===== config.mk =====
export PLATFORM = sky130hd
export DESIGN_NAME = tls_client_hello_sni_extractor_core_flat
export DESIGN_NICKNAME = d
export VERILOG_FILES = /design/src/rtl/tlssni_pkg.sv /design/src/rtl/tlssni_if.sv /design/src/rtl/tlssni_parser.sv /design/src/rtl/tlssni_outq.sv /design/src/rtl/tls_client_hello_sni_extractor_core.sv /design/src/flat_wrapper.sv
export SDC_FILE = /design/constraint.sdc
export NUM_CORES = 1
export LEC_CHECK = 0
export BUFFER_PORTS_ARGS = -buffer_cell sky130_fd_sc_hd__buf_2
export CAP_MARGIN = 0
export CORE_UTILIZATION = 50
export CTS_CLUSTER_SIZE = 20
export DETAILED_ROUTE_END_ITERATION = 8
export PLACE_DENSITY = 0.74
export SLEW_MARGIN = 20
export SYNTH_ARGS = -nofsm -noshare
export SYNTH_HDL_FRONTEND = slang
export SYNTH_SLANG_ARGS = --single-unit

===== constraint.sdc =====
create_clock -name clk -period 7.6 [get_ports clk]
set_input_delay 1.52 -clock clk [delete_from_list [all_inputs] [get_ports clk]]
set_output_delay 1.52 -clock clk [all_outputs]
set_load 0.01 [all_outputs]

===== src/rtl/tlssni_pkg.sv =====
// Shared types and constants of the TLS ClientHello server-name extractor.
// Holds the parse phase codes, status codes, header offsets and beat structs.
// No dependencies; every other file of the block but tlssni_if refers to it by scoped names.
package tlssni_pkg;

    // Parse phases.
    localparam logic [3:0] PH_IDLE        = 4'd0;
    localparam logic [3:0] PH_HDR         = 4'd1;
    localparam logic [3:0] PH_SID_SKIP    = 4'd2;
    localparam logic [3:0] PH_CS_LEN      = 4'd3;
    localparam logic [3:0] PH_CS_SKIP     = 4'd4;
    localparam logic [3:0] PH_CM_LEN      = 4'd5;
    localparam logic [3:0] PH_CM_SKIP     = 4'd6;
    localparam logic [3:0] PH_EXT_BLK_LEN = 4'd7;
    localparam logic [3:0] PH_EXT_TYPE    = 4'd8;
    localparam logic [3:0] PH_EXT_LEN     = 4'd9;
    localparam logic [3:0] PH_EXT_SKIP    = 4'd10;
    localparam logic [3:0] PH_SNI_HDR     = 4'd11;
    localparam logic [3:0] PH_NAME        = 4'd12;
    localparam logic [3:0] PH_NOT_HELLO   = 4'd13;
    localparam logic [3:0] PH_NO_SNI      = 4'd14;

    // Result status codes.
    localparam logic [1:0] ST_NAME      = 2'd0;
    localparam logic [1:0] ST_NOT_HELLO = 2'd1;
    localparam logic [1:0] ST_NO_SNI    = 2'd2;
    localparam logic [1:0] ST_TRUNC     = 2'd3;

    // Record and handshake header values and offsets.
    localparam logic [7:0]  REC_HANDSHAKE   = 8'h16;
    localparam logic [7:0]  HS_CLIENT_HELLO = 8'h01;
    localparam logic [15:0] HS_TYPE_AT      = 16'd5;
    localparam logic [15:0] SID_LEN_AT      = 16'd43;
    localparam logic [15:0] SNI_HDR_START   = 16'd2;
    localparam logic [15:0] SNI_NAME_LEN_AT = 16'd7;
    localparam logic [15:0] SNI_NAME_AT     = 16'd9;
    localparam logic [15:0] POS_MAX         = 16'hFFFF;

    // Result queue size; a beat can produce two results.
    localparam int OUTQ_DEPTH = 4;
    localparam int OUTQ_CNT_W = $clog2(OUTQ_DEPTH + 1);
    localparam int OUTQ_IDX_W = $clog2(OUTQ_DEPTH);

    typedef struct packed {
        logic [7:0] payload_byte;
        logic       first_of_segment;
        logic       last_of_segment;
    } item_t;

    typedef struct packed {
        logic [7:0] name_byte;
        logic       name_last;
        logic [1:0] status;
    } result_t;

    // Results produced by one accepted beat, in delivery order.
    typedef struct packed {
        logic [1:0] count;
        result_t    first_res;
        result_t    second_res;
    } push_t;

endpackage


===== src/rtl/tlssni_if.sv =====
// Valid/ready channel interfaces for the payload input and the result output.
// Field names match the beat structs of tlssni_pkg; it has no dependencies.
interface tlssni_in_if;
    logic       valid;
    logic       ready;
    logic [7:0] payload_byte;
    logic       first_of_segment;
    logic       last_of_segment;

    modport source (output valid, output payload_byte, output first_of_segment,
                    output last_of_segment, input ready);
    modport sink   (input valid, input payload_byte, input first_of_segment,
                    input last_of_segment, output ready);
endinterface

interface tlssni_out_if;
    logic       valid;
    logic       ready;
    logic [7:0] name_byte;
    logic       name_last;
    logic [1:0] status;

    modport source (output valid, output name_byte, output name_last, output status,
                    input ready);
    modport sink   (input valid, input name_byte, input name_last, input status,
                     output ready);
endinterface


===== src/rtl/tlssni_parser.sv =====
// Byte-wise ClientHello parser: parse state registers and their next-state logic.
// Depends on tlssni_pkg for phase codes, offsets and the beat structs.
module tlssni_parser (
    input  logic            clk,
    input  logic            rst_n,
    input  logic            fire,
    input  tlssni_pkg::item_t item,
    output tlssni_pkg::push_t push
);

    logic [15:0] byte_pos_reg, byte_pos_next;
    logic [3:0]  phase_reg, phase_next;
    logic [15:0] field_rem_reg, field_rem_next;
    logic [15:0] ext_rem_reg, ext_rem_next;
    logic [7:0]  held_reg, held_next;

    logic [7:0]  b;
    logic [15:0] len16;
    logic        trunc_v;
    logic        name_v;
    logic        name_last;
    logic        end_v;
    logic [1:0]  end_st;
    tlssni_pkg::result_t trunc_res, name_res, end_res;

    assign b = item.payload_byte;

    always_comb
    begin
        phase_next     = phase_reg;
        field_rem_next = field_rem_reg;
        ext_rem_next   = ext_rem_reg;
        held_next      = held_reg;
        byte_pos_next  = byte_pos_reg;
        trunc_v        = 1'b0;
        name_v         = 1'b0;
        name_last      = 1'b0;
        end_v          = 1'b0;
        end_st         = tlssni_pkg::ST_TRUNC;

        // A segment start abandons any segment still in progress.
        if (item.first_of_segment)
        begin
            trunc_v        = (phase_reg != tlssni_pkg::PH_IDLE);
            phase_next     = tlssni_pkg::PH_HDR;
            field_rem_next = 16'd0;
            ext_rem_next   = 16'd0;
            held_next      = 8'd0;
            byte_pos_next  = 16'd0;
        end

        len16 = {held_next, b};

        if (phase_next != tlssni_pkg::PH_IDLE)
        begin
            case (phase_next)
                tlssni_pkg::PH_HDR:
                begin
                    if (byte_pos_next == 16'd0 && b != tlssni_pkg::REC_HANDSHAKE)
                    begin
                        phase_next = tlssni_pkg::PH_NOT_HELLO;
                    end
                    else if (byte_pos_next == tlssni_pkg::HS_TYPE_AT &&
                             b != tlssni_pkg::HS_CLIENT_HELLO)
                    begin
                        phase_next = tlssni_pkg::PH_NOT_HELLO;
                    end
                    else if (byte_pos_next == tlssni_pkg::SID_LEN_AT)
                    begin
                        field_rem_next = {8'd0, b};
                        phase_next = (b != 8'd0) ? tlssni_pkg::PH_SID_SKIP
                                                 : tlssni_pkg::PH_CS_LEN;
                    end
                end
                tlssni_pkg::PH_SID_SKIP:
                begin
                    field_rem_next = field_rem_next - 16'd1;
                    if (field_rem_next == 16'd0)
                    begin
                        phase_next = tlssni_pkg::PH_CS_LEN;
                    end
                end
                tlssni_pkg::PH_CS_LEN:
                begin
                    if (field_rem_next == 16'd0)
                    begin
                        held_next      = b;
                        field_rem_next = 16'd1;
                    end
                    else
                    begin
                        field_rem_next = len16;
                        phase_next = (len16 != 16'd0) ? tlssni_pkg::PH_CS_SKIP
                                                      : tlssni_pkg::PH_CM_LEN;
                    end
                end
                tlssni_pkg::PH_CS_SKIP:
                begin
                    field_rem_next = field_rem_next - 16'd1;
                    if (field_rem_next == 16'd0)
                    begin
                        phase_next = tlssni_pkg::PH_CM_LEN;
                    end
                end
                tlssni_pkg::PH_CM_LEN:
                begin
                    field_rem_next = {8'd0, b};
                    phase_next = (b != 8'd0) ? tlssni_pkg::PH_CM_SKIP
                                             : tlssni_pkg::PH_EXT_BLK_LEN;
                end
                tlssni_pkg::PH_CM_SKIP:
                begin
                    field_rem_next = field_rem_next - 16'd1;
                    if (field_rem_next == 16'd0)
                    begin
                        phase_next = tlssni_pkg::PH_EXT_BLK_LEN;
                    end
                end
                tlssni_pkg::PH_EXT_BLK_LEN:
                begin
                    if (field_rem_next == 16'd0)
                    begin
                        held_next      = b;
                        field_rem_next = 16'd1;
                    end
                    else
                    begin
                        field_rem_next = 16'd0;
                        ext_rem_next   = len16;
                        phase_next = (len16 != 16'd0) ? tlssni_pkg::PH_EXT_TYPE
                                                      : tlssni_pkg::PH_NO_SNI;
                    end
                end
                tlssni_pkg::PH_EXT_TYPE:
                begin
                    if (ext_rem_next != 16'd0)
                    begin
                        ext_rem_next = ext_rem_next - 16'd1;
                    end
                    if (field_rem_next == 16'd0)
                    begin
                        held_next      = b;
                        field_rem_next = 16'd1;
                    end
                    else if (len16 == 16'd0)
                    begin
                        phase_next     = tlssni_pkg::PH_SNI_HDR;
                        field_rem_next = tlssni_pkg::SNI_HDR_START;
                    end
                    else
                    begin
                        field_rem_next = 16'd0;
                        phase_next     = tlssni_pkg::PH_EXT_LEN;
                    end
                end
                tlssni_pkg::PH_EXT_LEN:
                begin
                    if (ext_rem_next != 16'd0)
                    begin
                        ext_rem_next = ext_rem_next - 16'd1;
                    end
                    if (field_rem_next == 16'd0)
                    begin
                        held_next      = b;
                        field_rem_next = 16'd1;
                    end
                    else
                    begin
                        field_rem_next = len16;
                        phase_next = (len16 != 16'd0) ? tlssni_pkg::PH_EXT_SKIP
                                                      : tlssni_pkg::PH_EXT_TYPE;
                    end
                end
                tlssni_pkg::PH_EXT_SKIP:
                begin
                    if (ext_rem_next != 16'd0)
                    begin
                        ext_rem_next = ext_rem_next - 16'd1;
                    end
                    field_rem_next = field_rem_next - 16'd1;
                    if (field_rem_next == 16'd0)
                    begin
                        phase_next = tlssni_pkg::PH_EXT_TYPE;
                    end
                end
                tlssni_pkg::PH_SNI_HDR:
                begin
                    // Walks the extension length, list length and name type, then reads the name length.
                    if (field_rem_next == tlssni_pkg::SNI_NAME_LEN_AT)
                    begin
                        held_next      = b;
                        field_rem_next = field_rem_next + 16'd1;
                    end
                    else if (field_rem_next == tlssni_pkg::SNI_NAME_AT - 16'd1)
                    begin
                        field_rem_next = len16;
                        phase_next = (len16 != 16'd0) ? tlssni_pkg::PH_NAME
                                                      : tlssni_pkg::PH_NO_SNI;
                    end
                    else
                    begin
                        field_rem_next = field_rem_next + 16'd1;
                    end
                end
                tlssni_pkg::PH_NAME:
                begin
                    field_rem_next = field_rem_next - 16'd1;
                    name_v = 1'b1;
                    if (field_rem_next == 16'd0)
                    begin
                        name_last  = 1'b1;
                        phase_next = tlssni_pkg::PH_IDLE;
                    end
                end
                default:
                begin
                end
            endcase

            // The extension walk is bounded by the extension block.
            if ((phase_next == tlssni_pkg::PH_EXT_TYPE ||
                 phase_next == tlssni_pkg::PH_EXT_LEN ||
                 phase_next == tlssni_pkg::PH_EXT_SKIP) && ext_rem_next == 16'd0)
            begin
                phase_next = tlssni_pkg::PH_NO_SNI;
            end

            if (byte_pos_next != tlssni_pkg::POS_MAX)
            begin
                byte_pos_next = byte_pos_next + 16'd1;
            end

            if (item.last_of_segment && phase_next != tlssni_pkg::PH_IDLE)
            begin
                end_v = 1'b1;
                if (phase_next == tlssni_pkg::PH_NOT_HELLO)
                begin
                    end_st = tlssni_pkg::ST_NOT_HELLO;
                end
                else if (phase_next == tlssni_pkg::PH_NO_SNI)
                begin
                    end_st = tlssni_pkg::ST_NO_SNI;
                end
                else if (phase_next == tlssni_pkg::PH_EXT_BLK_LEN &&
                         field_rem_next == 16'd0)
                begin
                    end_st = tlssni_pkg::ST_NO_SNI;
                end
                phase_next = tlssni_pkg::PH_IDLE;
            end
        end
    end

    assign trunc_res = '{name_byte: 8'd0, name_last: 1'b0, status: tlssni_pkg::ST_TRUNC};
    assign name_res  = '{name_byte: b, name_last: name_last, status: tlssni_pkg::ST_NAME};
    assign end_res   = '{name_byte: 8'd0, name_last: 1'b0, status: end_st};

    // A start abort never coincides with a name byte, so at most two results exist.
    always_comb
    begin
        push.first_res  = trunc_v ? trunc_res : (name_v ? name_res : end_res);
        push.second_res = end_res;
        if (!fire)
        begin
            push.count = 2'd0;
        end
        else
        begin
            push.count = 2'({1'b0, trunc_v}) + 2'({1'b0, name_v}) + 2'({1'b0, end_v});
        end
    end

    always_ff @(posedge clk or negedge rst_n)
    begin
        if (!rst_n)
        begin
            byte_pos_reg  <= 16'd0;
            phase_reg     <= tlssni_pkg::PH_IDLE;
            field_rem_reg <= 16'd0;
            ext_rem_reg   <= 16'd0;
            held_reg      <= 8'd0;
        end
        else if (fire)
        begin
            byte_pos_reg  <= byte_pos_next;
            phase_reg     <= phase_next;
            field_rem_reg <= field_rem_next;
            ext_rem_reg   <= ext_rem_next;
            held_reg      <= held_next;
        end
    end

    a_results_need_beat: assert property (@(posedge clk) disable iff (!rst_n)
        push.count != 2'd0 |-> fire)
        else $error("parser produced results without an accepted beat");

    a_restart_truncates: assert property (@(posedge clk) disable iff (!rst_n)
        fire && item.first_of_segment && phase_reg != tlssni_pkg::PH_IDLE |->
        push.count != 2'd0 && push.first_res.status == tlssni_pkg::ST_TRUNC)
        else $error("abandoned segment did not report truncation");

    a_last_goes_idle: assert property (@(posedge clk) disable iff (!rst_n)
        fire && item.last_of_segment |=> phase_reg == tlssni_pkg::PH_IDLE)
        else $error("parser not idle after the last beat of a segment");

endmodule


===== src/rtl/tlssni_outq.sv =====
// Result queue: fixed-position shift register of results with a fill count.
// Takes up to two results per cycle, delivers one. Depends on tlssni_pkg.
module tlssni_outq (
    input  logic                clk,
    input  logic                rst_n,
    input  tlssni_pkg::push_t   push,
    output logic                room,
    output logic                out_valid,
    input  logic                out_ready,
    output tlssni_pkg::result_t head
);

    localparam int Depth = tlssni_pkg::OUTQ_DEPTH;
    localparam int CntW  = tlssni_pkg::OUTQ_CNT_W;

    tlssni_pkg::result_t slot_reg  [Depth];
    tlssni_pkg::result_t slot_next [Depth];
    logic [CntW-1:0] cnt_reg, cnt_next;
    logic [CntW-1:0] base;
    logic            pop;

    assign out_valid = (cnt_reg != '0);
    assign head      = slot_reg[0];
    assign pop       = out_valid && out_ready;
    assign room      = (cnt_reg <= CntW'(Depth - 2));
    assign base      = cnt_reg - CntW'(pop);
    assign cnt_next  = base + CntW'(push.count);

    always_comb
    begin
        for (int i = 0; i < Depth; i++)
        begin
            if (pop && i < Depth - 1)
            begin
                slot_next[i] = slot_reg[(i + 1) % Depth];
            end
            else
            begin
                slot_next[i] = slot_reg[i];
            end
            if (push.count != 2'd0 && CntW'(i) == base)
            begin
                slot_next[i] = push.first_res;
            end
            if (push.count == 2'd2 && CntW'(i) == base + CntW'(1))
            begin
                slot_next[i] = push.second_res;
            end
        end
    end

    always_ff @(posedge clk)
    begin
        for (int i = 0; i < Depth; i++)
        begin
            slot_reg[i] <= slot_next[i];
        end
    end

    always_ff @(posedge clk or negedge rst_n)
    begin
        if (!rst_n)
        begin
            cnt_reg <= '0;
        end
        else
        begin
            cnt_reg <= cnt_next;
        end
    end

    a_no_overfill: assert property (@(posedge clk) disable iff (!rst_n)
        cnt_reg <= CntW'(Depth))
        else $error("result queue count beyond its depth");

    a_push_has_room: assert property (@(posedge clk) disable iff (!rst_n)
        push.count != 2'd0 |-> room)
        else $error("results pushed into a queue without room for two");

    a_pop_drains: assert property (@(posedge clk) disable iff (!rst_n)
        pop && push.count == 2'd0 |=> cnt_reg == $past(cnt_reg) - CntW'(1))
        else $error("delivered result did not leave the queue");

endmodule


===== src/rtl/tls_client_hello_sni_extractor_core.sv =====
// Top level of the TLS ClientHello server-name extractor.
// Depends on tlssni_pkg, tlssni_if, tlssni_parser and tlssni_outq.
//
// The block takes one TCP payload byte per beat, one beat per clock cycle while
// ready is high, and finds the server_name extension of a TLS ClientHello. The
// record type (byte 0) and handshake type (byte 5) are checked, the random is
// skipped by its fixed offset, the session id, cipher suites and compression
// methods by their own length fields, and the extension block is walked within
// its declared length. Each host name byte comes out as a status 0 beat, the
// last one marked by name_last; after that the rest of the segment is ignored.
// A segment that ends without a full name gives one status beat: 1 when it is
// not a ClientHello, 2 when there is no server name, 3 when it was cut short. A
// first_of_segment beat arriving while a segment is still open first reports
// status 3 for the old segment. Every accepted byte is parsed in the cycle it is
// accepted, and its results are registered into a four-entry result queue behind
// any results still waiting; since one byte can produce two results, the input
// is ready whenever at most two results are waiting, so with the output taking
// one beat per cycle the input sustains one byte per cycle. When the output
// stalls, input ready drops once three results are queued.
module tls_client_hello_sni_extractor_core (
    input  logic         clk,
    input  logic         rst_n,
    tlssni_in_if.sink    payload,
    tlssni_out_if.source result
);

    tlssni_pkg::item_t   item;
    tlssni_pkg::push_t   push;
    tlssni_pkg::result_t head;
    logic                room;
    logic                fire;

    // The input is ready exactly when the queue can hold a full pair of results.
    assign payload.ready = room;
    assign fire          = payload.valid && room;

    assign item.payload_byte     = payload.payload_byte;
    assign item.first_of_segment = payload.first_of_segment;
    assign item.last_of_segment  = payload.last_of_segment;

    tlssni_parser u_parser (
        .clk   (clk),
        .rst_n (rst_n),
        .fire  (fire),
        .item  (item),
        .push  (push)
    );

    tlssni_outq u_outq (
        .clk       (clk),
        .rst_n     (rst_n),
        .push      (push),
        .room      (room),
        .out_valid (result.valid),
        .out_ready (result.ready),
        .head      (head)
    );

    assign result.name_byte = head.name_byte;
    assign result.name_last = head.name_last;
    assign result.status    = head.status;

endmodule

===== src/flat_wrapper.sv =====
// flat-port wrapper written by rule: the top's interface ports become plain ports
module tls_client_hello_sni_extractor_core_flat 
  (clk, rst_n, payload_valid, payload_payload_byte, payload_first_of_segment, payload_last_of_segment, payload_ready, result_valid, result_name_byte, result_name_last, result_status, result_ready);
  tlssni_in_if payload_i ();
  tlssni_out_if result_i ();
  input  logic clk;
  input  logic rst_n;
  input wire logic [$bits(payload_i.valid)-1:0] payload_valid;
  input wire logic [$bits(payload_i.payload_byte)-1:0] payload_payload_byte;
  input wire logic [$bits(payload_i.first_of_segment)-1:0] payload_first_of_segment;
  input wire logic [$bits(payload_i.last_of_segment)-1:0] payload_last_of_segment;
  output wire logic [$bits(payload_i.ready)-1:0] payload_ready;
  output wire logic [$bits(result_i.valid)-1:0] result_valid;
  output wire logic [$bits(result_i.name_byte)-1:0] result_name_byte;
  output wire logic [$bits(result_i.name_last)-1:0] result_name_last;
  output wire logic [$bits(result_i.status)-1:0] result_status;
  input wire logic [$bits(result_i.ready)-1:0] result_ready;
  assign payload_i.valid = payload_valid;
  assign payload_i.payload_byte = payload_payload_byte;
  assign payload_i.first_of_segment = payload_first_of_segment;
  assign payload_i.last_of_segment = payload_last_of_segment;
  assign payload_ready = payload_i.ready;
  assign result_valid = result_i.valid;
  assign result_name_byte = result_i.name_byte;
  assign result_name_last = result_i.name_last;
  assign result_status = result_i.status;
  assign result_i.ready = result_ready;
  tls_client_hello_sni_extractor_core u_core (.clk(clk), .rst_n(rst_n), .payload(payload_i), .result(result_i));
endmodule

After elaboration in Yosys (flattened, before gate mapping) --
Memories as Yosys holds them, arrays and structs flattened. Index checks and enable logic that the tools add are counted.
Operators by class: add/subtract/negate cells 9, magnitude comparators 1, equality and inequality tests 32, muxes and demuxes 82, reductions and logical operators 37
Operators with widths (count):
- $mux 16 | 17
- $mux 11 | 13
- $pmux 16 s7 | 1
- $logic_not 16->1 | 6
- $mux 4 | 20
- $pmux 4 s12 | 1
- $eq 4x4->1 const B | 10
- $add 16x1->16 const B | 2
- $eq 16x3->1 const B | 2
- $mux 8 | 4
- $pmux 16 s2 | 1
- $reduce_bool 16->1 | 2
- $sub 16x1->16 const B | 2
- $eq 4x3->1 const B | 5
- $mux 2 | 9
- $eq 16x4->1 const B | 1
- $eq 16x6->1 const B | 1
- $ne 16x16->1 const B | 1
- $pmux 8 s2 | 1
- $logic_and 1x1->1 | 15
- $mux 1 | 14
- $eq 2x3->1 const A | 4
- $reduce_bool 4->1 | 3
- $eq 4x2->1 const B | 2
- other kinds (21) | 24
Storage, ports and cells: flip-flop bits (word level) 63, RAM bits 44, input port bits 14, output and inout bits 13, word-level logic and storage cells 168, memories 1
Memory list:
- u_core.u_outq.slot_reg | words 4, width 11, read ports 4, clocked after Yosys merged registers in 0, wr ports 4, line tlssni_outq.sv:16 | tlssni_pkg::result_t slot_reg [Depth];

Longest topological paths before layout --
Gate-level depths: netlist of run 1.
depth after elaboration 24, mapped depth 22, mapped depth without buffers 18

Hierarchy --
Synthesis of run 1 repeated with hierarchy kept, for this count alone.
Unflattened totals: cell total of the unflattened synthesis 1066, area total of the unflattened synthesis 8817.2 um^2
Modules (own cells, without submodules):
- tlssni_parser | instances 1, cells an instance 801, area each 6054.6 um^2, seq. area each 1501.4 um^2
- tlssni_outq | instances 1, cells an instance 264, area each 2756.4 um^2, seq. area each 1396.3 um^2
- tls_client_hello_sni_extractor_core | instances 1, cells an instance 1, area each 6.3 um^2, seq. area each 0.0 um^2

Worst setup path before layout of run 1 --
Ideal clock, no wire load.
path type in2reg, start point in payload_first_of_segment, end point mem u_core.u_outq.slot_reg[0][0] (netlist bit), data pin, arrival time 6460 ps, data required time 7343 ps, setup slack 884 ps, stages on the path 19, buffers on the path 4, cell sequence clkbuf_1 > inv_1 > clkbuf_1 > clkbuf_1 > nand2_1 > ha_1 > or3b_2 > nor3_1 > mux2i_1 > o2111ai_1 > nand4bb_1 > a2111o_1 > o41ai_1 > fa_1 > a21oi_1 > and2_1 > nand3_1 > clkbuf_1 > a32o_1
RTL lines:
- start: declaration | line flat_wrapper.sv:10 | input wire logic [$bits(payload_i.first_of_segment)-1:0] payload_first_of_segment;
- end: declaration | line tlssni_outq.sv:16

==> flow_summary.ini, run 1 <==
[cts]
clock_insertion_delay_worst_skew_ns = 0.38
tritoncts = built
tritoncts.num_buffers = 9
post_cts.repair.setup_buffers = 0
cts.htree.levels = 3
root_buffer_cell = sky130_fd_sc_hd__clkbuf_16
cts_num_sinks = 107
clk_slew_on_worst_s_h_paths_ns = 0.09
cts-root-to-sink-buffers = 2
cts_resized = 0
hold_buffers = 0

[power]
power_mw = 3.11
ir_worst_vdd_v = 0.000222
static_leakage_nw = 3.42
pwr_density_cell_mw_per_mm2 = 364

[synthesis]
synth.ff_latch_count = 107
synth_nets = 1052
yosys.area.top_type_share_pct = 19.7
ys.flop_type = sky130_fd_sc_hd__dfrtp_1
async_flop_share_pct = 58.9
synthesis.yosys.warnings = 0
synth.top_cells.by_area = sky130_fd_sc_hd__dfrtp_1 (20%), sky130_fd_sc_hd__dfxtp_1 (9.0%), sky130_fd_sc_hd__nand2_1 (5.3%)
synth_cells = 1025
synth_edf_count = 8
seq_area_frac_synth_pct = 31.7
synth_top_cell_by_area = sky130_fd_sc_hd__dfrtp_1
synth_area_per_cell_um2 = 7.81
number_of_different_library_cells_in_the_post_synthesis_netlist = 83
area_of_the_mapped_netlist_mm2 = 0.00800

[worst_setup_path]
timing.critical_path.depth = 15
worst_path_dominant_cell_family = simple AND/OR/NAND/NOR gates
worst-path-max-fanout = 24
crit_buf_inv = 1
highest_delay_cell_along_the_critical_path = sky130_fd_sc_hd__o41ai_1
timing.rr.end = u_core.u_outq.slot_reg[2][0]
worst-endpoint-required_ns = 7.74
cpPeakStageDelay_ns = 0.60
crit_chain = buf_2 > nand2b_1 > ha_1 > or3b_2 > nor3_1 > mux2i_1 > o2111ai_1 > nand4bb_1 > a2111o_1 > o41ai_1 > fa_1 > a21oi_1 > and2_1 > nand3b_1 > a32o_1
setup.reg_to_reg.worst_slack_ns = 1.63
crit_path_capture_type = flop
worst_r2r_start = u_core.u_parser.field_rem_reg[0]
r2r.worst_path.cells = 14
timing_worst_setup_path_type = in2reg
setup.worst_path.start_class = input pin
worst-endpoint-arrival_ns = 6.92

[cells_and_area]
finish.instance_area_mm2 = 0.00854
layout.cells.most_common_list = sky130_fd_sc_hd__nand2_1 (114), sky130_fd_sc_hd__nor2_1 (91), sky130_fd_sc_hd__a21oi_1 (77), sky130_fd_sc_hd__dfrtp_1 (63), sky130_fd_sc_hd__o21ai_0 (55)
utilization_pct = 55.3
layout.nets = 1026
antenna_cells_inserted = 0
synthToLayoutAreaGrowth_pct = 6.73
most_common_cell_after_layout_fill_and_taps_aside = sky130_fd_sc_hd__nand2_1
largest_reg_flops = 44
stdcell_count = 1215
drive_above_1_share_pct = 7.27

[place]
dpl-instance-area_mm2 = 0.00821
dp_cells = 1199
gp_congestion = 0.962
dp_worst_setup_slack_ns = 0.549
detailedPlacementHpwl_um = 17600
numPortBuffers = 26

[die]
initial_utilization_pct = 51.9
die_area_mm2 = 0.0165
boundaryPins = 27
core_mm2 = 0.0154
chipWidth_um = 128
die_height_um = 128
row_count = 45

[job]
cap_violations = 0

[route]
remaining_drc_errors = 0
postRouteAntennaNets = 0
met3_length_um = 2480
met2WireLength_um = 11200
dr.first_iter.drc_count = 1098
wl_per_cell_um = 21.0
routed_wl_um = 25500
detailedRoute.firstPassIterationCount = 6
top_signal_layer_used = met4
vias_per_cell = 6.71
wl_met1_um = 10700
vias = 8157

[sta]
fin_setup_tns_ns = 0
finalHoldViolations = 0
finalCritPeriodShare_pct = 89.2
report.final.setup_viol = 0
unrepaired_setup_endpoints_after_global_routing = no
holdWs_ns = 0.496
fin_crit_ns = 6.78
worst_pin_slew_ns = 1.02
post_layout_worst_setup_margin_ns = 0.821
max_clock_freq_mhz = 148
clock_skew_ns = 0.0150
slew_violations = 0
timing.slew.headroom_pct = 31.1

[hold_path]
worstHoldStart = u_core.u_outq.slot_reg[3][9]
hold_path.class = reg2reg
hold_path_end = u_core.u_outq.slot_reg[3][9]
holdPathStages = 2

[global_route]
antenna_found_initial = 0
total_congestion_overflow = 0
grt_first_pass_wirelength_um = 40600
pin_count_of_the_biggest_net_entering_global_routing = 64
grt_pass1_vias = 7352
global_route.usage.total_pct = 31.9

[status]
run_status = finished clean
## layout make-up
type | count | area [um2]
Fill cell | 1491 | 6890
Timing Repair Buffer | 44 | 265
Inverter | 31 | 116
Multi-Input combinational cell | 806 | 5030
Clock inverter | 7 | 104
Tap cell | 211 | 264
Clock buffer | 9 | 225
Sequential cell | 107 | 2540
## cells by family (layout without fill, tap and decap cells)
kind of cell	count (synthesis)	after routing	share of synthesized area, %
AND/OR/NAND/NOR	427	427	27.5
multiplexers	33	33	4.16
XOR/XNOR	35	35	3.83
adder cells (fa/ha/maj)	14	14	2.35
buffers and inverters	112	91	5.60
AO/OA/AOI/OAI	297	297	24.8
flip-flops	107	107	31.7
## cells in the mapped netlist (all sizes together), types with 9 or more instances
cell type,n
or4,17
clkbuf,65
nand3,46
nor4,20
buf,16
inv,31
a21oi,77
a211oi,33
nor2b,17
nor2,91
o22ai,9
xor2,12
xnor2,23
and3,15
o211ai,9
a31oi,18
o21ai,55
nor3,35
nand2,114
dfrtp,63
ha,11
dfxtp,36
nand4,16
nand2b,9
a22o,13
mux2i,31
## worst max path at each step
stage	from	to	slack [ns]
finish	payload_first_of_segment	u_core.u_outq.slot_reg[2][0]	0.82
global route	payload_first_of_segment	u_core.u_outq.slot_reg[2][1]	0.37
CTS	payload_first_of_segment	u_core.u_outq.slot_reg[2][0]	0.92
detailed placement	payload_first_of_segment	u_core.u_outq.slot_reg[2][0]	0.55
global placement	payload_first_of_segment	u_core.u_outq.slot_reg[2][1]	0.72
floorplan	payload_first_of_segment	u_core.u_outq.slot_reg[0][0]	0.88
## report_power, final
part / leakage, nW / switching [mW] / internal [mW]
registers: 1.21 / 0.258 / 0.714
logic: 2.06 / 0.991 / 0.633
clock network: 0.158 / 0.271 / 0.245
total: 3.42 / 1.52 / 1.59
## worst reg2reg max path, stage by stage (launching register included)
cell and delay, ns:
sky130_fd_sc_hd__dfrtp_1 0.46, sky130_fd_sc_hd__nand2b_1 0.20, sky130_fd_sc_hd__ha_1 0.20, sky130_fd_sc_hd__or3b_2 0.54, sky130_fd_sc_hd__nor3_1 0.23, sky130_fd_sc_hd__mux2i_1 0.27, sky130_fd_sc_hd__o2111ai_1 0.22, sky130_fd_sc_hd__nand4bb_1 0.37
sky130_fd_sc_hd__a2111o_1 0.52, sky130_fd_sc_hd__o41ai_1 0.60, sky130_fd_sc_hd__fa_1 0.58, sky130_fd_sc_hd__a21oi_1 0.24, sky130_fd_sc_hd__and2_1 0.21, sky130_fd_sc_hd__nand3b_1 0.58, sky130_fd_sc_hd__a32o_1 0.51
## layer usage
layer | vias to the layer above | track usage, %
met5 | - | 0
met3 | 87 | 6.49
met1 | 3865 | 44.1
met2 | 439 | 47.5
met4 | 0 | 15.6
li1 | 3766 | -
Note: power is estimated with default switching activity, not from simulation.
==> run 2, diff against run 1 <==
Settings changed: REMOVE_ABC_BUFFERS from default to 1.
==> run 2 against run 1 <==
Compared with the run above:
- clock power shrank 7.2%
- total power fell by 0.49%
- highest routed layer unchanged
- flip-flop and latch count stayed put
- first-iteration DRC count rose by 12%
- sequential power is essentially flat
- cell area decreased by 0.23%
- global-route usage shrank 1.2 points
- non-clock buffer count decreased by 1
- utilization decreased by 0.13 points
- via count increased by 0.32%
- final cell count stayed put
==> flow_summary.ini, run 2 (synthesis gave the netlist of run 1 again) <==
[cts]
cts_resized = 0
root_buffer_cell = sky130_fd_sc_hd__clkbuf_16
cts_num_sinks = 107
post_cts.repair.setup_buffers = 0
cts.htree.levels = 3
clock_insertion_delay_worst_skew_ns = 0.36
hold_buffers = 0
cts-root-to-sink-buffers = 2
tritoncts = built
tritoncts.num_buffers = 9
clk_slew_on_worst_s_h_paths_ns = 0.08

[worst_setup_path]
setup.reg_to_reg.worst_slack_ns = 1.38
timing.rr.end = u_core.u_outq.slot_reg[2][1]
setup.worst_path.start_class = input pin
highest_delay_cell_along_the_critical_path = sky130_fd_sc_hd__nor4_1
crit_chain = buf_2 > inv_1 > buf_4 > nand2_1 > inv_1 > ha_1 > nand4b_1 > nor4_1 > o22ai_1 > a221oi_1 > o311ai_1 > a21o_1 > o41ai_1 > fa_1 > a21oi_1 > and2_1 > nand3b_1 > o21ai_0 > a21oi_1
worst-endpoint-required_ns = 7.70
crit_path_capture_type = flop
worst_r2r_start = u_core.u_parser.field_rem_reg[4]
crit_buf_inv = 4
worst-path-max-fanout = 28
worst-endpoint-arrival_ns = 7.30
r2r.worst_path.cells = 14
timing_worst_setup_path_type = in2reg
worst_path_dominant_cell_family = compound AO/OA/AOI/OAI gates
cpPeakStageDelay_ns = 0.79

[die]
boundaryPins = 27
chipWidth_um = 128
die_area_mm2 = 0.0165
row_count = 45
core_mm2 = 0.0154
die_height_um = 128
initial_utilization_pct = 51.9

[place]
dpl-instance-area_mm2 = 0.00820
detailedPlacementHpwl_um = 17200
dp_worst_setup_slack_ns = 0.276
gp_congestion = 0.994
numPortBuffers = 26

[cells_and_area]
largest_reg_flops = 44
drive_above_1_share_pct = 7.38
most_common_cell_after_layout_fill_and_taps_aside = sky130_fd_sc_hd__nand2_1
layout.cells.most_common_list = sky130_fd_sc_hd__nand2_1 (114), sky130_fd_sc_hd__nor2_1 (91), sky130_fd_sc_hd__a21oi_1 (77), sky130_fd_sc_hd__dfrtp_1 (63), sky130_fd_sc_hd__o21ai_0 (55)
synthToLayoutAreaGrowth_pct = 6.47
finish.instance_area_mm2 = 0.00852
layout.nets = 1025

[route]
wl_per_cell_um = 20.7
remaining_drc_errors = 0
routed_wl_um = 25100
postRouteAntennaNets = 0
dr.first_iter.drc_count = 1234
vias = 8183
vias_per_cell = 6.73
detailedRoute.firstPassIterationCount = 7

[hold_path]
holdPathStages = 2
hold_path_end = u_core.u_outq.slot_reg[3][9]
worstHoldStart = u_core.u_outq.slot_reg[3][9]
hold_path.class = reg2reg

[sta]
fin_crit_ns = 7.19
timing.slew.headroom_pct = 28.8
finalHoldViolations = 0
slew_violations = 0
clock_skew_ns = 0.0142
unrepaired_setup_endpoints_after_global_routing = no
max_clock_freq_mhz = 139
holdWs_ns = 0.492
post_layout_worst_setup_margin_ns = 0.409
finalCritPeriodShare_pct = 94.6
worst_pin_slew_ns = 1.06
fin_setup_tns_ns = 0
report.final.setup_viol = 0

[power]
power_frac_seq_pct = 31.3
power_frac_clock_pct = 15.5
power_mw = 3.10
cellInternalPower_mw = 1.61
ir_worst_vdd_v = 0.000228
p_sw_mw = 1.49
pwr_density_cell_mw_per_mm2 = 364
power_switching_share_pct = 48.1
pwr-share-comb_pct = 53.2
static_leakage_nw = 3.42

[job]
cap_violations = 0

[global_route]
total_congestion_overflow = 0
global_route.usage.total_pct = 30.7
pin_count_of_the_biggest_net_entering_global_routing = 64
grt_pass1_vias = 7459
grt_first_pass_wirelength_um = 39800
antenna_found_initial = 1

[status]
run_status = finished clean
## run 2: cell count changes in the layout (fill, tap and decap cells not counted)
cell	previous run	this run
sky130_fd_sc_hd__buf_4	18	17
sky130_fd_sc_hd__clkbuf_8	0	1
sky130_fd_sc_hd__clkinv_8	3	0
sky130_fd_sc_hd__inv_4	0	1
sky130_fd_sc_hd__clkbuf_16	9	10
sky130_fd_sc_hd__inv_8	2	1
sky130_fd_sc_hd__nor3_1	34	32
sky130_fd_sc_hd__inv_6	0	1
sky130_fd_sc_hd__nor3_2	1	3
sky130_fd_sc_hd__clkinv_4	0	1
sky130_fd_sc_hd__inv_12	2	0
sky130_fd_sc_hd__clkinv_2	0	1
sky130_fd_sc_hd__diode_2	0	1
## run 2: cell type report
type | instances | area, um2
fillers | 1472 | 6910
multi-input cells | 806 | 5040
flip-flops and latches | 107 | 2540
clock buffers | 11 | 264
well taps | 211 | 264
repair buffers | 43 | 258
inverters | 31 | 116
clock inverters | 5 | 40.0
diodes | 1 | 2.50
## run 2: power groups by stage
stage	clock network, mW	registers [mW]	logic (mW)
2_1_floorplan	0	0.891	1.16
3_3_place_gp	0	0.964	1.56
3_5_place_dp	0	0.966	1.58
4_1_cts	0.488	0.956	1.59
5_1_grt	0.512	0.987	1.77
6_report	0.479	0.970	1.65
## run 2: worst max-delay path by stage
stage,from,to,slack [ns],depth (start not counted)
4_1_cts,payload_first_of_segment,u_core.u_outq.slot_reg[2][1],0.61,19
2_1_floorplan,payload_first_of_segment,u_core.u_outq.slot_reg[0][0],0.84,11
3_5_place_dp,payload_first_of_segment,u_core.u_outq.slot_reg[2][1],0.28,19
6_report,payload_first_of_segment,u_core.u_outq.slot_reg[2][1],0.41,19
5_1_grt,payload_first_of_segment,u_core.u_outq.slot_reg[0][1],0.19,19
3_3_place_gp,payload_first_of_segment,u_core.u_outq.slot_reg[0][1],0.46,19
## run 2: metrics by stage
step / utilization [%] / instances
floorplan: - / 944
global placement: 53.2 / 1198
detailed placement: 53.2 / 1198
CTS: 55.1 / 1214
global route: 55.2 / 1214
finish: 55.2 / 1215
## run 2: metal layers
layer  GRT usage [%]  routed length [um]  share of wire [%]
met4            14.2                1100                4.4
met2            46.0               11000                 44
met5               0                   0                  0
met1            42.1               10600                 42
met3            6.90                2440                9.7
## run 2: worst register-to-register path, delay by kind of cell (launching register included)
family	cells	cell delay (ns)
flops	1	0.57
compound gates	6	1.91
simple gates	6	2.66
buf+inv	1	0.22
fa+ha+maj	1	0.59
==> run 3, diff against run 2 <==
Settings changed: CTS_BUF_LIST from default to sky130_fd_sc_hd__clkbuf_2.
==> run 3 against run 2 <==
Compared with the run above:
- the run now ends with DRC left
- wire length fell by 0.63%
- register-to-register slack improved by 0.07 ns
- fmax rose by 5.7%
- critical endpoint unchanged
==> flow_summary.ini, run 3 (synthesis gave the netlist of run 1 again) <==
[worst_setup_path]
timing.rr.end = u_core.u_outq.slot_reg[2][1]
crit_path_capture_type = flop
highest_delay_cell_along_the_critical_path = sky130_fd_sc_hd__nor4_1
r2r.worst_path.cells = 13
worst-endpoint-arrival_ns = 7.28
worst-endpoint-required_ns = 8.07
worst-path-max-fanout = 28
crit_chain = buf_2 > inv_1 > buf_4 > nand2_1 > inv_1 > ha_1 > nand4b_1 > nor4_1 > o22ai_1 > a221oi_1 > o311ai_1 > a21o_1 > o41ai_1 > fa_1 > a21oi_1 > and2_1 > nand3b_1 > o21ai_0 > a21oi_1
worst_r2r_start = u_core.u_parser.field_rem_reg[4]
cpPeakStageDelay_ns = 0.75
timing_worst_setup_path_type = in2reg
setup.worst_path.start_class = input pin
setup.reg_to_reg.worst_slack_ns = 1.45

[power]
pwr_density_cell_mw_per_mm2 = 347
power_mw = 2.89
static_leakage_nw = 3.34
ir_worst_vdd_v = 0.000194

[cts]
cts_num_sinks = 107
cts-root-to-sink-buffers = 2
hold_buffers = 0
tritoncts = built
cts.htree.levels = 3
tritoncts.num_buffers = 9
root_buffer_cell = sky130_fd_sc_hd__clkbuf_2
clock_insertion_delay_worst_skew_ns = 0.67
post_cts.repair.setup_buffers = 0
clk_slew_on_worst_s_h_paths_ns = 0.32
cts_resized = 0

[sta]
worst_pin_slew_ns = 1.09
finalHoldViolations = 0
max_clock_freq_mhz = 147
fin_crit_ns = 6.81
timing.slew.headroom_pct = 26.6
fin_setup_tns_ns = 0
finalCritPeriodShare_pct = 89.5
clock_skew_ns = 0.0565
unrepaired_setup_endpoints_after_global_routing = no
slew_violations = 0
report.final.setup_viol = 0

[cells_and_area]
synthToLayoutAreaGrowth_pct = 4.16
layout.nets = 1025
layout.cells.most_common_list = sky130_fd_sc_hd__nand2_1 (114), sky130_fd_sc_hd__nor2_1 (91), sky130_fd_sc_hd__a21oi_1 (77), sky130_fd_sc_hd__dfrtp_1 (63), sky130_fd_sc_hd__o21ai_0 (55)
largest_reg_flops = 44
stdcell_count = 1215
drive_above_1_share_pct = 7.38
most_common_cell_after_layout_fill_and_taps_aside = sky130_fd_sc_hd__nand2_1

[route]
routed_wl_um = 25000
remaining_drc_errors = 1
vias_per_cell = 6.74
postRouteAntennaNets = 0
wl_per_cell_um = 20.5
vias = 8192
detailedRoute.firstPassIterationCount = 9
dr.first_iter.drc_count = 1343

[die]
die_area_mm2 = 0.0165
boundaryPins = 27
row_count = 45
initial_utilization_pct = 51.9
die_height_um = 128
chipWidth_um = 128
core_mm2 = 0.0154

[hold_path]
hold_path.class = reg2reg
hold_path_end = u_core.u_outq.slot_reg[3][5]
holdPathStages = 2
worstHoldStart = u_core.u_outq.slot_reg[3][5]

[global_route]
grt_first_pass_wirelength_um = 39500
global_route.usage.total_pct = 30.5
antenna_found_initial = 2
pin_count_of_the_biggest_net_entering_global_routing = 64
grt_pass1_vias = 7435
total_congestion_overflow = 0

[place]
detailedPlacementHpwl_um = 17200
numPortBuffers = 26
dp_cells = 1198
gp_congestion = 0.994

[job]
cap_violations = 0

[status]
failed_checks = DRC
run_status = finished with violations
run 3: cell count changes in the layout (fill, tap and decap cells not counted), sizes merged:
cell / delta
inv: +1
clkbuf: -2
bufinv: +1
run 3: metrics by stage:
| stage | setup slack [ns] | hold slack, ns | util, % | area [um2] |
|---|---|---|---|---|
| final | 0.795 | 0.530 | 54.0 | 8330 |
| after global routing | 0.621 | 0.558 | 54.0 | 8330 |
| after CTS | 0.994 | 0.532 | 53.9 | 8320 |
| after detailed placement | 0.276 | 0.480 | 53.2 | 8200 |
| after global placement | 0.458 | 0.471 | 53.2 | 8200 |
| after floorplan | 0.840 | 0.454 | - | 7670 |
run 3: layout make-up:
| type | instances | area [um2] |
|---|---|---|
| repair buffers | 43 | 258 |
| flip-flops and latches | 107 | 2540 |
| multi-input cells | 806 | 5040 |
| clock inverters | 7 | 73.8 |
| fillers | 1485 | 7090 |
| well taps | 211 | 264 |
| clock buffers | 9 | 45.0 |
| inverters | 31 | 116 |
| diodes | 1 | 2.50 |
run 3: worst max-delay path: cells and delay by family:
| family | cells | cell delay [ns] |
|---|---|---|
| buf+inv | 4 | 0.66 |
| fa+ha+maj | 2 | 0.84 |
| compound gates | 8 | 2.39 |
| simple gates | 5 | 1.85 |
run 3: worst max path at each step:
| stage | startpoint | endpoint | slack [ns] | cells past startpoint |
|---|---|---|---|---|
| 6_report | payload_first_of_segment | u_core.u_outq.slot_reg[2][1] | 0.79 | 19 |
| 5_1_grt | payload_first_of_segment | u_core.u_outq.slot_reg[0][1] | 0.62 | 19 |
| 4_1_cts | payload_first_of_segment | u_core.u_outq.slot_reg[2][1] | 0.99 | 19 |
| 3_5_place_dp | payload_first_of_segment | u_core.u_outq.slot_reg[2][1] | 0.28 | 19 |
| 3_3_place_gp | payload_first_of_segment | u_core.u_outq.slot_reg[0][1] | 0.46 | 19 |
| 2_1_floorplan | payload_first_of_segment | u_core.u_outq.slot_reg[0][0] | 0.84 | 11 |
run 3: metal layers:
metal | vias to the layer above | part of all wire (%) | track usage (%)
met2 | 496 | 44 | 45.8
met4 | 0 | 3.9 | 14.3
met3 | 104 | 9.5 | 6.61
li1 | 3769 | - | -
met1 | 3823 | 43 | 41.9
met5 | - | 0 | 0
run 3: report_power, final:
| part | total (mW) | switching, mW | internal (mW) |
|---|---|---|---|
| sequential | 0.968 | 0.255 | 0.713 |
| clock | 0.285 | 0.205 | 0.0797 |
| combinational | 1.64 | 1.00 | 0.638 |
| total | 2.89 | 1.46 | 1.43 |
